**src/rtl/core/md4_pkg.sv**
```systemverilog
// md4 package: shared types, constants and round tables for the md4 digest block
// no dependencies
package md4_pkg;

    localparam int WordW = 32;
    localparam int InTdataW = 40;
    localparam int OutTdataW = 128;

    localparam logic [31:0] K_ROUND2 = 32'h5A827999;
    localparam logic [31:0] K_ROUND3 = 32'h6ED9EBA1;
    localparam logic [7:0] PAD_BYTE = 8'h80;

    localparam logic [31:0] IV_A = 32'h67452301;
    localparam logic [31:0] IV_B = 32'hEFCDAB89;
    localparam logic [31:0] IV_C = 32'h98BADCFE;
    localparam logic [31:0] IV_D = 32'h10325476;

    localparam logic [5:0] LAST_ROUND = 6'd47;

    typedef struct packed {
        logic [31:0] data;
        logic [2:0] nbytes;
        logic last;
    } item_t;

    typedef struct packed {
        logic idle;
        logic out_load;
    } core_status_t;

    typedef enum logic [4:0] {
        S_IDLE  = 5'b00001,
        S_PAD   = 5'b00010,
        S_ROUND = 5'b00100,
        S_ADD   = 5'b01000,
        S_DONE  = 5'b10000
    } core_state_t;

    function automatic logic [3:0] msg_idx(input logic [5:0] rnd);
        logic [5:0] j;
        logic [3:0] r;
        begin
            j = 6'd0;
            r = 4'd0;
            if (rnd < 6'd16) begin
                r = rnd[3:0];
            end else if (rnd < 6'd32) begin
                j = rnd - 6'd16;
                r = {j[1:0], j[3:2]};
            end else begin
                j = rnd - 6'd32;
                r = {j[0], j[1], j[2], j[3]};
            end
            return r;
        end
    endfunction

    function automatic logic [4:0] rot_amt(input logic [5:0] rnd);
        logic [4:0] r;
        begin
            r = 5'd3;
            if (rnd < 6'd16) begin
                case (rnd[1:0])
                    2'd0: r = 5'd3;
                    2'd1: r = 5'd7;
                    2'd2: r = 5'd11;
                    default: r = 5'd19;
                endcase
            end else if (rnd < 6'd32) begin
                case (rnd[1:0])
                    2'd0: r = 5'd3;
                    2'd1: r = 5'd5;
                    2'd2: r = 5'd9;
                    default: r = 5'd13;
                endcase
            end else begin
                case (rnd[1:0])
                    2'd0: r = 5'd3;
                    2'd1: r = 5'd9;
                    2'd2: r = 5'd11;
                    default: r = 5'd15;
                endcase
            end
            return r;
        end
    endfunction

endpackage

```
**src/rtl/core/md4_front.sv**
```systemverilog
// md4 front: two-entry transaction queue that classifies incoming words
// depends on md4_pkg
module md4_front (
    input  logic aclk,
    input  logic aresetn,
    input  logic s_tvalid,
    output logic s_tready,
    input  logic [md4_pkg::InTdataW-1:0] s_tdata, // data_word[31:0], valid_bytes[34:32]
    input  logic s_tlast,
    output logic q_valid,
    input  logic q_take,
    output md4_pkg::item_t q_item
);
    import md4_pkg::*;

    item_t mem_reg [2];
    logic wr_ptr_reg, wr_ptr_next;
    logic rd_ptr_reg, rd_ptr_next;
    logic [1:0] level_reg, level_next;
    item_t in_item;
    logic push, pop;

    always_comb begin
        in_item.data = s_tdata[31:0];
        in_item.last = s_tlast;
        if (s_tlast && s_tdata[34:32] < 3'd4) begin
            in_item.nbytes = s_tdata[34:32];
        end else begin
            in_item.nbytes = 3'd4;
        end
    end

    assign s_tready = (level_reg != 2'd2);
    assign q_valid = (level_reg != 2'd0);
    assign q_item = mem_reg[rd_ptr_reg];
    assign push = s_tvalid && s_tready;
    assign pop = q_valid && q_take;

    always_comb begin
        wr_ptr_next = push ? ~wr_ptr_reg : wr_ptr_reg;
        rd_ptr_next = pop ? ~rd_ptr_reg : rd_ptr_reg;
        level_next = level_reg + {1'b0, push} - {1'b0, pop};
    end

    always_ff @(posedge aclk) begin
        if (!aresetn) begin
            wr_ptr_reg <= 1'b0;
            rd_ptr_reg <= 1'b0;
            level_reg <= 2'd0;
        end else begin
            wr_ptr_reg <= wr_ptr_next;
            rd_ptr_reg <= rd_ptr_next;
            level_reg <= level_next;
        end
    end

    always_ff @(posedge aclk) begin
        if (push) begin
            mem_reg[wr_ptr_reg] <= in_item;
        end
    end

endmodule

```
**src/rtl/core/md4_core.sv**
```systemverilog
// md4 back end: block buffer, padding sequencer, one-round-per-cycle compressor
// depends on md4_pkg
module md4_core (
    input  logic aclk,
    input  logic aresetn,
    input  logic q_valid,
    output logic q_take,
    input  md4_pkg::item_t q_item,
    output logic m_tvalid,
    input  logic m_tready,
    output logic [md4_pkg::OutTdataW-1:0] m_tdata, // digest_a, digest_b, digest_c, digest_d
    output md4_pkg::core_status_t status
);
    import md4_pkg::*;

    core_state_t state_reg, state_next;
    logic [31:0] blk_reg [16];
    logic [31:0] chain_reg [4];
    logic [31:0] a_reg, b_reg, c_reg, d_reg;
    logic [5:0] rnd_reg;
    logic [3:0] widx_reg;
    logic [4:0] pad_reg;
    logic need80_reg, final_reg, from_pad_reg;
    logic [63:0] len_reg;
    logic out_valid_reg;
    logic [OutTdataW-1:0] out_data_reg;

    logic take, out_load;
    logic [31:0] mask, word_w, f, k, m, sum;
    logic [63:0] rot2;
    logic [4:0] s;

    assign take = (state_reg == S_IDLE) && q_valid;
    assign q_take = (state_reg == S_IDLE);
    assign out_load = (state_reg == S_DONE) && (!out_valid_reg || m_tready);
    assign status.idle = (state_reg == S_IDLE);
    assign status.out_load = out_load;
    assign m_tvalid = out_valid_reg;
    assign m_tdata = out_data_reg;

    always_comb begin
        if (q_item.nbytes[2]) begin
            mask = 32'hFFFF_FFFF;
        end else begin
            mask = (32'd1 << {q_item.nbytes[1:0], 3'b000}) - 32'd1;
        end
        word_w = q_item.data & mask;
        if (q_item.last && !q_item.nbytes[2]) begin
            word_w = word_w | ({24'd0, PAD_BYTE} << {q_item.nbytes[1:0], 3'b000});
        end
    end

    always_comb begin
        if (rnd_reg < 6'd16) begin
            f = (b_reg & c_reg) | (~b_reg & d_reg);
            k = 32'd0;
        end else if (rnd_reg < 6'd32) begin
            f = (b_reg & c_reg) | (b_reg & d_reg) | (c_reg & d_reg);
            k = K_ROUND2;
        end else begin
            f = b_reg ^ c_reg ^ d_reg;
            k = K_ROUND3;
        end
        m = blk_reg[msg_idx(rnd_reg)];
        s = rot_amt(rnd_reg);
        sum = a_reg + f + m + k;
        rot2 = {sum, sum} << s;
    end

    always_comb begin
        state_next = state_reg;
        case (state_reg)
            S_IDLE: begin
                if (q_valid) begin
                    if (q_item.last) begin
                        state_next = S_PAD;
                    end else if (widx_reg == 4'd15) begin
                        state_next = S_ROUND;
                    end
                end
            end
            S_PAD: begin
                if (pad_reg == 5'd16) begin
                    state_next = S_ROUND;
                end else if (!need80_reg && pad_reg == 5'd14) begin
                    state_next = S_ROUND;
                end
            end
            S_ROUND: begin
                if (rnd_reg == LAST_ROUND) begin
                    state_next = S_ADD;
                end
            end
            S_ADD: begin
                if (final_reg) begin
                    state_next = S_DONE;
                end else if (from_pad_reg) begin
                    state_next = S_PAD;
                end else begin
                    state_next = S_IDLE;
                end
            end
            S_DONE: begin
                if (out_load) begin
                    state_next = S_IDLE;
                end
            end
            default: state_next = S_IDLE;
        endcase
    end

    always_ff @(posedge aclk) begin
        if (!aresetn) begin
            state_reg <= S_IDLE;
            chain_reg[0] <= IV_A;
            chain_reg[1] <= IV_B;
            chain_reg[2] <= IV_C;
            chain_reg[3] <= IV_D;
            len_reg <= 64'd0;
            widx_reg <= 4'd0;
            pad_reg <= 5'd0;
            need80_reg <= 1'b0;
            final_reg <= 1'b0;
            from_pad_reg <= 1'b0;
            rnd_reg <= 6'd0;
            out_valid_reg <= 1'b0;
        end else begin
            state_reg <= state_next;
            if (out_load) begin
                out_valid_reg <= 1'b1;
            end else if (m_tready) begin
                out_valid_reg <= 1'b0;
            end
            case (state_reg)
                S_IDLE: begin
                    if (take) begin
                        len_reg <= len_reg + {58'd0, q_item.nbytes, 3'b000};
                        if (q_item.last) begin
                            pad_reg <= {1'b0, widx_reg} + 5'd1;
                            need80_reg <= q_item.nbytes[2];
                        end else begin
                            widx_reg <= widx_reg + 4'd1;
                            if (widx_reg == 4'd15) begin
                                rnd_reg <= 6'd0;
                                final_reg <= 1'b0;
                                from_pad_reg <= 1'b0;
                            end
                        end
                    end
                end
                S_PAD: begin
                    if (pad_reg == 5'd16) begin
                        rnd_reg <= 6'd0;
                        final_reg <= 1'b0;
                        from_pad_reg <= 1'b1;
                        pad_reg <= 5'd0;
                    end else if (need80_reg) begin
                        need80_reg <= 1'b0;
                        pad_reg <= pad_reg + 5'd1;
                    end else if (pad_reg == 5'd14) begin
                        rnd_reg <= 6'd0;
                        final_reg <= 1'b1;
                    end else begin
                        pad_reg <= pad_reg + 5'd1;
                    end
                end
                S_ROUND: begin
                    rnd_reg <= rnd_reg + 6'd1;
                end
                S_ADD: begin
                    chain_reg[0] <= chain_reg[0] + a_reg;
                    chain_reg[1] <= chain_reg[1] + b_reg;
                    chain_reg[2] <= chain_reg[2] + c_reg;
                    chain_reg[3] <= chain_reg[3] + d_reg;
                end
                S_DONE: begin
                    if (out_load) begin
                        chain_reg[0] <= IV_A;
                        chain_reg[1] <= IV_B;
                        chain_reg[2] <= IV_C;
                        chain_reg[3] <= IV_D;
                        len_reg <= 64'd0;
                        widx_reg <= 4'd0;
                    end
                end
                default: ;
            endcase
        end
    end

    always_ff @(posedge aclk) begin
        if (take) begin
            blk_reg[widx_reg] <= word_w;
        end
        if (state_reg == S_PAD && pad_reg != 5'd16) begin
            if (need80_reg) begin
                blk_reg[pad_reg[3:0]] <= {24'd0, PAD_BYTE};
            end else if (pad_reg == 5'd14) begin
                blk_reg[14] <= len_reg[31:0];
                blk_reg[15] <= len_reg[63:32];
            end else begin
                blk_reg[pad_reg[3:0]] <= 32'd0;
            end
        end
        if ((take && !q_item.last && widx_reg == 4'd15)
            || (state_reg == S_PAD && state_next == S_ROUND)) begin
            a_reg <= chain_reg[0];
            b_reg <= chain_reg[1];
            c_reg <= chain_reg[2];
            d_reg <= chain_reg[3];
        end else if (state_reg == S_ROUND) begin
            a_reg <= d_reg;
            d_reg <= c_reg;
            c_reg <= b_reg;
            b_reg <= rot2[63:32];
        end
        if (out_load) begin
            out_data_reg <= {chain_reg[3], chain_reg[2], chain_reg[1], chain_reg[0]};
        end
    end

endmodule

```
**src/rtl/core/md4_message_digest.sv**
```systemverilog
// md4 digest top level: front queue feeding the padding and compression back end
// depends on md4_pkg, md4_front, md4_core
//
// Streams a message in as 32-bit words (first byte in bits 7..0) and returns
// the 128-bit MD4 digest as one transaction after the word marked by s_tlast.
// valid_bytes in s_tdata[34:32] counts the valid low bytes of the last word
// (0 to 4, larger values act as 4) and is ignored on other words. The back
// end stores each word while idle; every 16th word and every padding block
// then runs the 48-round compressor (one round per cycle) and the chaining
// add. The end of a message runs the padding sequencer plus one or two
// compressions. A two-entry queue accepts up to two words while the back
// end compresses, and the digest register lets a new message begin while
// the digest is still held.
module md4_message_digest (
    input  logic aclk,
    input  logic aresetn,
    input  logic s_tvalid,
    output logic s_tready,
    input  logic [md4_pkg::InTdataW-1:0] s_tdata, // data_word[31:0], valid_bytes[34:32]
    input  logic s_tlast,
    output logic m_tvalid,
    input  logic m_tready,
    output logic [md4_pkg::OutTdataW-1:0] m_tdata // digest_a, digest_b, digest_c, digest_d
);
    import md4_pkg::*;

    logic q_valid, q_take;
    item_t q_item;
    core_status_t status;

    md4_front u_front (
        .aclk(aclk),
        .aresetn(aresetn),
        .s_tvalid(s_tvalid),
        .s_tready(s_tready),
        .s_tdata(s_tdata),
        .s_tlast(s_tlast),
        .q_valid(q_valid),
        .q_take(q_take),
        .q_item(q_item)
    );

    md4_core u_core (
        .aclk(aclk),
        .aresetn(aresetn),
        .q_valid(q_valid),
        .q_take(q_take),
        .q_item(q_item),
        .m_tvalid(m_tvalid),
        .m_tready(m_tready),
        .m_tdata(m_tdata),
        .status(status)
    );

`ifndef SYNTHESIS
    a_queue_holds: assert property (@(posedge aclk) disable iff (!aresetn)
        (q_valid && !q_take) |=> q_valid)
        else $error("queued word lost while back end busy");

    a_digest_source: assert property (@(posedge aclk) disable iff (!aresetn)
        $rose(m_tvalid) |-> $past(status.out_load))
        else $error("digest shown without a load");

    a_no_overwrite: assert property (@(posedge aclk) disable iff (!aresetn)
        status.out_load |-> (!m_tvalid || m_tready))
        else $error("digest overwritten before taken");
`endif

endmodule
```
**config.mk**
```make
export PLATFORM = sky130hd
export DESIGN_NAME = md4_message_digest
export DESIGN_NICKNAME = d
export VERILOG_FILES = /design/src/rtl/core/md4_pkg.sv /design/src/rtl/core/md4_front.sv /design/src/rtl/core/md4_core.sv /design/src/rtl/core/md4_message_digest.sv
export SDC_FILE = /design/constraint.sdc
export NUM_CORES = 2
export LEC_CHECK = 0
export BUFFER_PORTS_ARGS = -buffer_cell sky130_fd_sc_hd__buf_2
export CORE_ASPECT_RATIO = 0.5
export CORE_UTILIZATION = 60
export CTS_CLUSTER_DIAMETER = 80
export DETAILED_ROUTE_END_ITERATION = 12
export PLACE_DENSITY = 0.83
export SYNTH_ARGS = -nofsm -noshare
export SYNTH_HDL_FRONTEND = slang
export SYNTH_HIERARCHICAL = 1
export SYNTH_SLANG_ARGS = --single-unit
```
**constraint.sdc**
```tcl
create_clock -name aclk -period 7.4 [get_ports aclk]
set_input_delay 1.48 -clock aclk [delete_from_list [all_inputs] [get_ports aclk]]
set_output_delay 1.48 -clock aclk [all_outputs]
set_load 0.005 [all_outputs]
```
Yosys cells after proc, flatten, opt, wreduce, memory -nomap -nowiden --
Memory sizes are Yosys's and may differ from the RTL's. A register that Yosys moved wholly into a read port is not among the register bits. Cells that the tools add are included.
Storage, ports and cells: memories kept 3, register bits 348, logic and storage cells 229, RAM bits 712, output and inout bits 130, input port bits 45
Operators by class: reductions and logical operators 32, $lt $le $gt $ge 3, multiplexer cells 107, equal/unequal tests 24, shift operators 3, add/sub/neg operators 17, bitwise logic cells 23
Memories:
- u_core.blk_reg | words 16, width 32, read ports 1, clocked after memory_dff 0, wr ports 2, line md4_core.sv:17 | logic [31:0] blk_reg [16];
- u_core.chain_reg | words 4, width 32, read ports 4, clocked after memory_dff 0, wr ports 4, line md4_core.sv:18 | logic [31:0] chain_reg [4];
- u_front.mem_reg | words 2, width 36, read ports 1, clocked after memory_dff 1, wr ports 1, line md4_front.sv:16 | item_t mem_reg [2];
Operators by type and width (count):
- $mux 32 | 24
- $add 32x32->32 | 7
- $and 32x32->32 | 5
- $mux 64 | 2
- $or 32x32->32 | 4
- $pmux 64 s2 | 1
- $mux 5 | 15
- $add 64x6->64 | 1
- $reduce_or 32->1 | 2
- $shl 64x5->64 | 1
- $xor 32x32->32 | 2
- $mux 1 | 39
- $mux 6 | 6
- $not 32->32 | 1
- $shl 1x5->32 const A | 1
- $shl 8x5->32 const A | 1
- $sub 32x1->32 const B | 1
- $mux 30 | 1
- $mux 4 | 7
- $pmux 5 s5 | 1
- $pmux 4 s3 | 2
- $pmux 6 s3 | 1
- $pmux 5 s3 | 1
- $reduce_and 4->1 | 3
- 41 further kinds | 80

Logic depth before layout (Yosys ltp) --
depth after elaboration 11, gate-level depth with buffers 26, gate-level depth less buffers 23

Modules after synthesis --
Netlist, hierarchy kept.
By module, submodules not included:
- md4_core | area an instance 50616.0 µm², cells an instance 4211, instances 1, seq. area each 27966.8 µm²
- md4_front | area an instance 2890.3 µm², cells an instance 146, instances 1, seq. area each 2262.2 µm²

Least setup slack after synthesis --
OpenSTA, ideal clock, no wires.
kind flip-flop to flip-flop, start register u_core.rnd_reg[4], end register u_core.b_reg[24], data pin, period minus slack after synthesis 6026 ps, stages on the path, launching flop included 26, arrival 5880 ps, data required time 7254 ps, path buffers 4, setup slack 1374 ps, setup time 146 ps, path through dfxtp_1 buf_2 nand2b_1 a21oi_1 a21oi_1 clkbuf_1 buf_2 buf_2 mux4_2 a211oi_1 a21oi_1 fa_1 ha_1 ha_1 inv_1 fa_1 nor2b_1 o31a_1 o221ai_2 a211o_1 a31o_2 a211oi_1 and2_1 a211oi_1 a2111o_1 a21oi_1
On the way: word-level cells in the longest chain between the ends 9, elaborated cells on any way between the ends 23, those cells by class 3 x add/sub; 2 x order compare; 2 x eq/ne; 1 x shift; 12 x mux; 2 x reduce/logical; 1 x memory
Ends and longest elaborated chain:
- from (decl) | line md4_core.sv:20 | logic [5:0] rnd_reg;
- from (signal assigned) | line md4_core.sv:168 | rnd_reg <= rnd_reg + 6'd1;
- $lt 6x6->1 | line md4_pkg.sv:47, md4_pkg.sv:69, md4_core.sv:57
- $mux 32 / $mux 4 (equally long branches) | line md4_core.sv:57, md4_pkg.sv:47
- $mux 32 / $mux 4 (equally long branches) | line md4_core.sv:54, md4_pkg.sv:45
- $add 32x32->32 / $mem_v2 16x32 (equally long branches)
- $add 32x32->32 (2 in a row) | line md4_core.sv:66 | sum = a_reg + f + m + k;
- $shl 64x5->64 | line md4_core.sv:67 | rot2 = {sum, sum} << s;
- $mux 32 | line md4_core.sv:211 | end else if (state_reg == S_ROUND) begin
- $mux 32 (*) | line md4_core.sv:205 | if ((take && !q_item.last && widx_reg == 4'd15)
- to (signal assigned) | line md4_core.sv:208 | b_reg <= chain_reg[1];
- to (signal assigned) | line md4_core.sv:215 | b_reg <= rot2[63:32];
- to (decl) | line md4_core.sv:19 | logic [31:0] a_reg, b_reg, c_reg, d_reg;
Mark *: on every way between the ends. The rest lies on a longest branch, timed or not. The select of a mux whose other input is x is not followed. A chain may end at the register's enable or synchronous reset.

Worst setup path in the final report --
start register u_core.rnd_reg[4], end register u_core.b_reg[21], data pin
Same word-level chain as after synthesis.

==> metrics <==
Crit path largest cell delay 0.54 ns; ANT nets after route 0; highest clock rate 142 MHz; r2r setup slk 0.35 ns; dpl hpwl 101 mm; Worst-path clk slew 0.07 ns; internal power 11.8 mW; WS Path Type flop to flop; synthesized area per cell 12.3 sq um; site row count 76; Net Count, Synth 4699; core area 0.0872 sq mm; placed cells 5578; drt via density 6.57; Critical Path RT 7.91 ns; clock power share 29.0%; r2r endpoint u_core/b_reg[21]; Leakage 22.0 nW; Tcrit/Tclk final 95.3%; Post-CTS Repair Setup Buffers 0; number of H-tree levels 3; status finished, final reports clean; Flop pwr share 42.4%; fin worst setup slack 0.351 ns; Post-Route WL 148 mm; maximum clock insertion buffer count 3; DIE HEIGHT 213 um; CP max-delay cell mux4_2; max reg flops 512; Setup Skew 0.0414 ns; CTS Buf Count 91; CTS tree built; DRC viols 0; Core Util, Final 67.6%; kind of end point of the critical path flop; CP Launch Type flop; CTS Root Cell clkbuf_16; largest net degree at the start of global routing 91; synth-to-layout area growth 10.3%; Hold Path Stages 2; PortBufs 169; RR Startpoint u_core/rnd_reg[4]; fin crit period 7.05 ns; switching pwr 5.64 mW; hold_sp u_core/chain_reg[3][15]; YS warnings 6; Post-Syn Area 0.0535 sq mm; R2R depth 21; CP max FO 17; drt first pass iters 8; grt ovf 0; RSZ-0062 raised after global routing no; # hold bufs at CTS 0; DR vias 37800; Total Routing Usage GR 32.8%; Clock Sinks 1058; pre-CTS setup slack 0.520 ns; worst slew pin tran 1.26 ns; maximum vdd drop 0.000194 V; MaxCap Viol Count 0; Avg WL per Cell 25.7 um; initial antenna violation count 4; Post-Layout Cell Count 5747; Hold EP u_core/chain_reg[3][15]; Initial Utilization 61.3%; post-synthesis cell count 4355; Starting DRT DRC Count 5158; full die area 0.0904 sq mm; combinational power share 28.6%; I/O pin count 175; final setup vio count 0; Switching Fraction 32.4%; number of global-route vias before repair 35800; fraction of layout cells with a size suffix above 1 13.2%; Worst Path Arrival 7.56 ns; TNS Setup 0 ns; crit-path cells nand2b_1 -> a21oi_1 -> a21oi_4 -> buf_4 -> buf_4 -> mux4_2 -> mux2i_1 -> a21oi_1 -> fa_1 -> fa_1 -> ha_1 -> nand3_1 -> nand4bb_1 -> a211oi_1 -> nand2b_1 -> a31oi_1 -> xnor2_1 -> nor2_1 -> a211oi_1 -> mux2i_1 -> o221ai_1; Power per Cell Area 295 mW/mm^2; Final Net Count 4845; Final Wtd Congestion 0.984; Slew HR 16.0%; clk_lat worst skew 0.72 ns; Tightest Hold Check Type flop to flop; first-pass GRT wire length 220 mm; Die X 424 um; post-CTS sizing 0; Inserted Diodes 0; Slew Limit Fails 0; Fin. Hold Viols 0
==> critical path, delay by kind of cell, from the launching register on <==
kind,cells,cell delay [ns]
compound gates,7,2.12
fa+ha+maj,3,1.30
mux,3,0.99
simple gates,5,0.90
buf+inv,2,0.73
xor+xnor,1,0.43
flops,1,0.39
==> through the flow <==
stage	hold slack [ns]	instance area [sq um]	power, mW
after floorplan	0.439	53500	10.7
after global placement	0.468	55900	12.1
after detailed placement	0.489	55900	12.3
after CTS	0.498	59000	17.3
after global routing	0.511	59000	18.0
final	0.497	59000	17.4
==> power by group through the flow <==
stage | logic [mW] | clock network, mW | registers (mW)
2_1_floorplan | 3.27 | 0 | 7.44
3_3_place_gp | 4.65 | 0 | 7.47
3_5_place_dp | 4.78 | 0 | 7.49
4_1_cts | 4.83 | 5.10 | 7.37
5_1_grt | 5.31 | 5.31 | 7.39
6_report | 4.98 | 5.06 | 7.38
==> metal layers <==
layer	GRT usage [%]	share of wire, %	vias to the layer above
met3	5.75	11	341
met5	0	0.0081	-
met4	11.6	3.7	2
met2	51.8	46	2480
met1	46.1	39	18500
li1	-	-	16400
==> how the worst max path moves through the flow <==
stage / from / end / slack, ns
after floorplan: u_core/rnd_reg[4] / u_core/b_reg[24] / 1.37
after global placement: u_core/rnd_reg[4] / u_core/b_reg[21] / 0.65
after detailed placement: u_core/rnd_reg[4] / u_core/b_reg[5] / 0.52
after CTS: u_core/rnd_reg[4] / u_core/b_reg[5] / 0.49
after global routing: u_core/rnd_reg[4] / u_core/b_reg[25] / 0.002
final: u_core/rnd_reg[4] / u_core/b_reg[21] / 0.35
==> final cells by class <==
| type | instances | area (sq um) |
|---|---|---|
| Clock buffer | 107 | 2430 |
| Sequential cell | 1058 | 30200 |
| Timing Repair Buffer | 245 | 1490 |
| Clock inverter | 62 | 686 |
| Inverter | 165 | 624 |
| Fill cell | 6021 | 28200 |
| Multi-Input combinational cell | 2940 | 22100 |
| Tap cell | 1170 | 1460 |
==> layout by cell type (no fill, tap or decap), drive strengths merged, types with 78 or more instances in the layout <==
cell type  instances
xnor2            103
inv              167
xor2              82
nand2            538
o21ai            204
mux2i             79
clkbuf           107
nand3             78
nor2             329
ha               207
fa                92
edfxtp           904
a21oi            348
a21o             106
buf              245
mux4             124
dfxtp            154
Power figures use the tool's default switching activity.
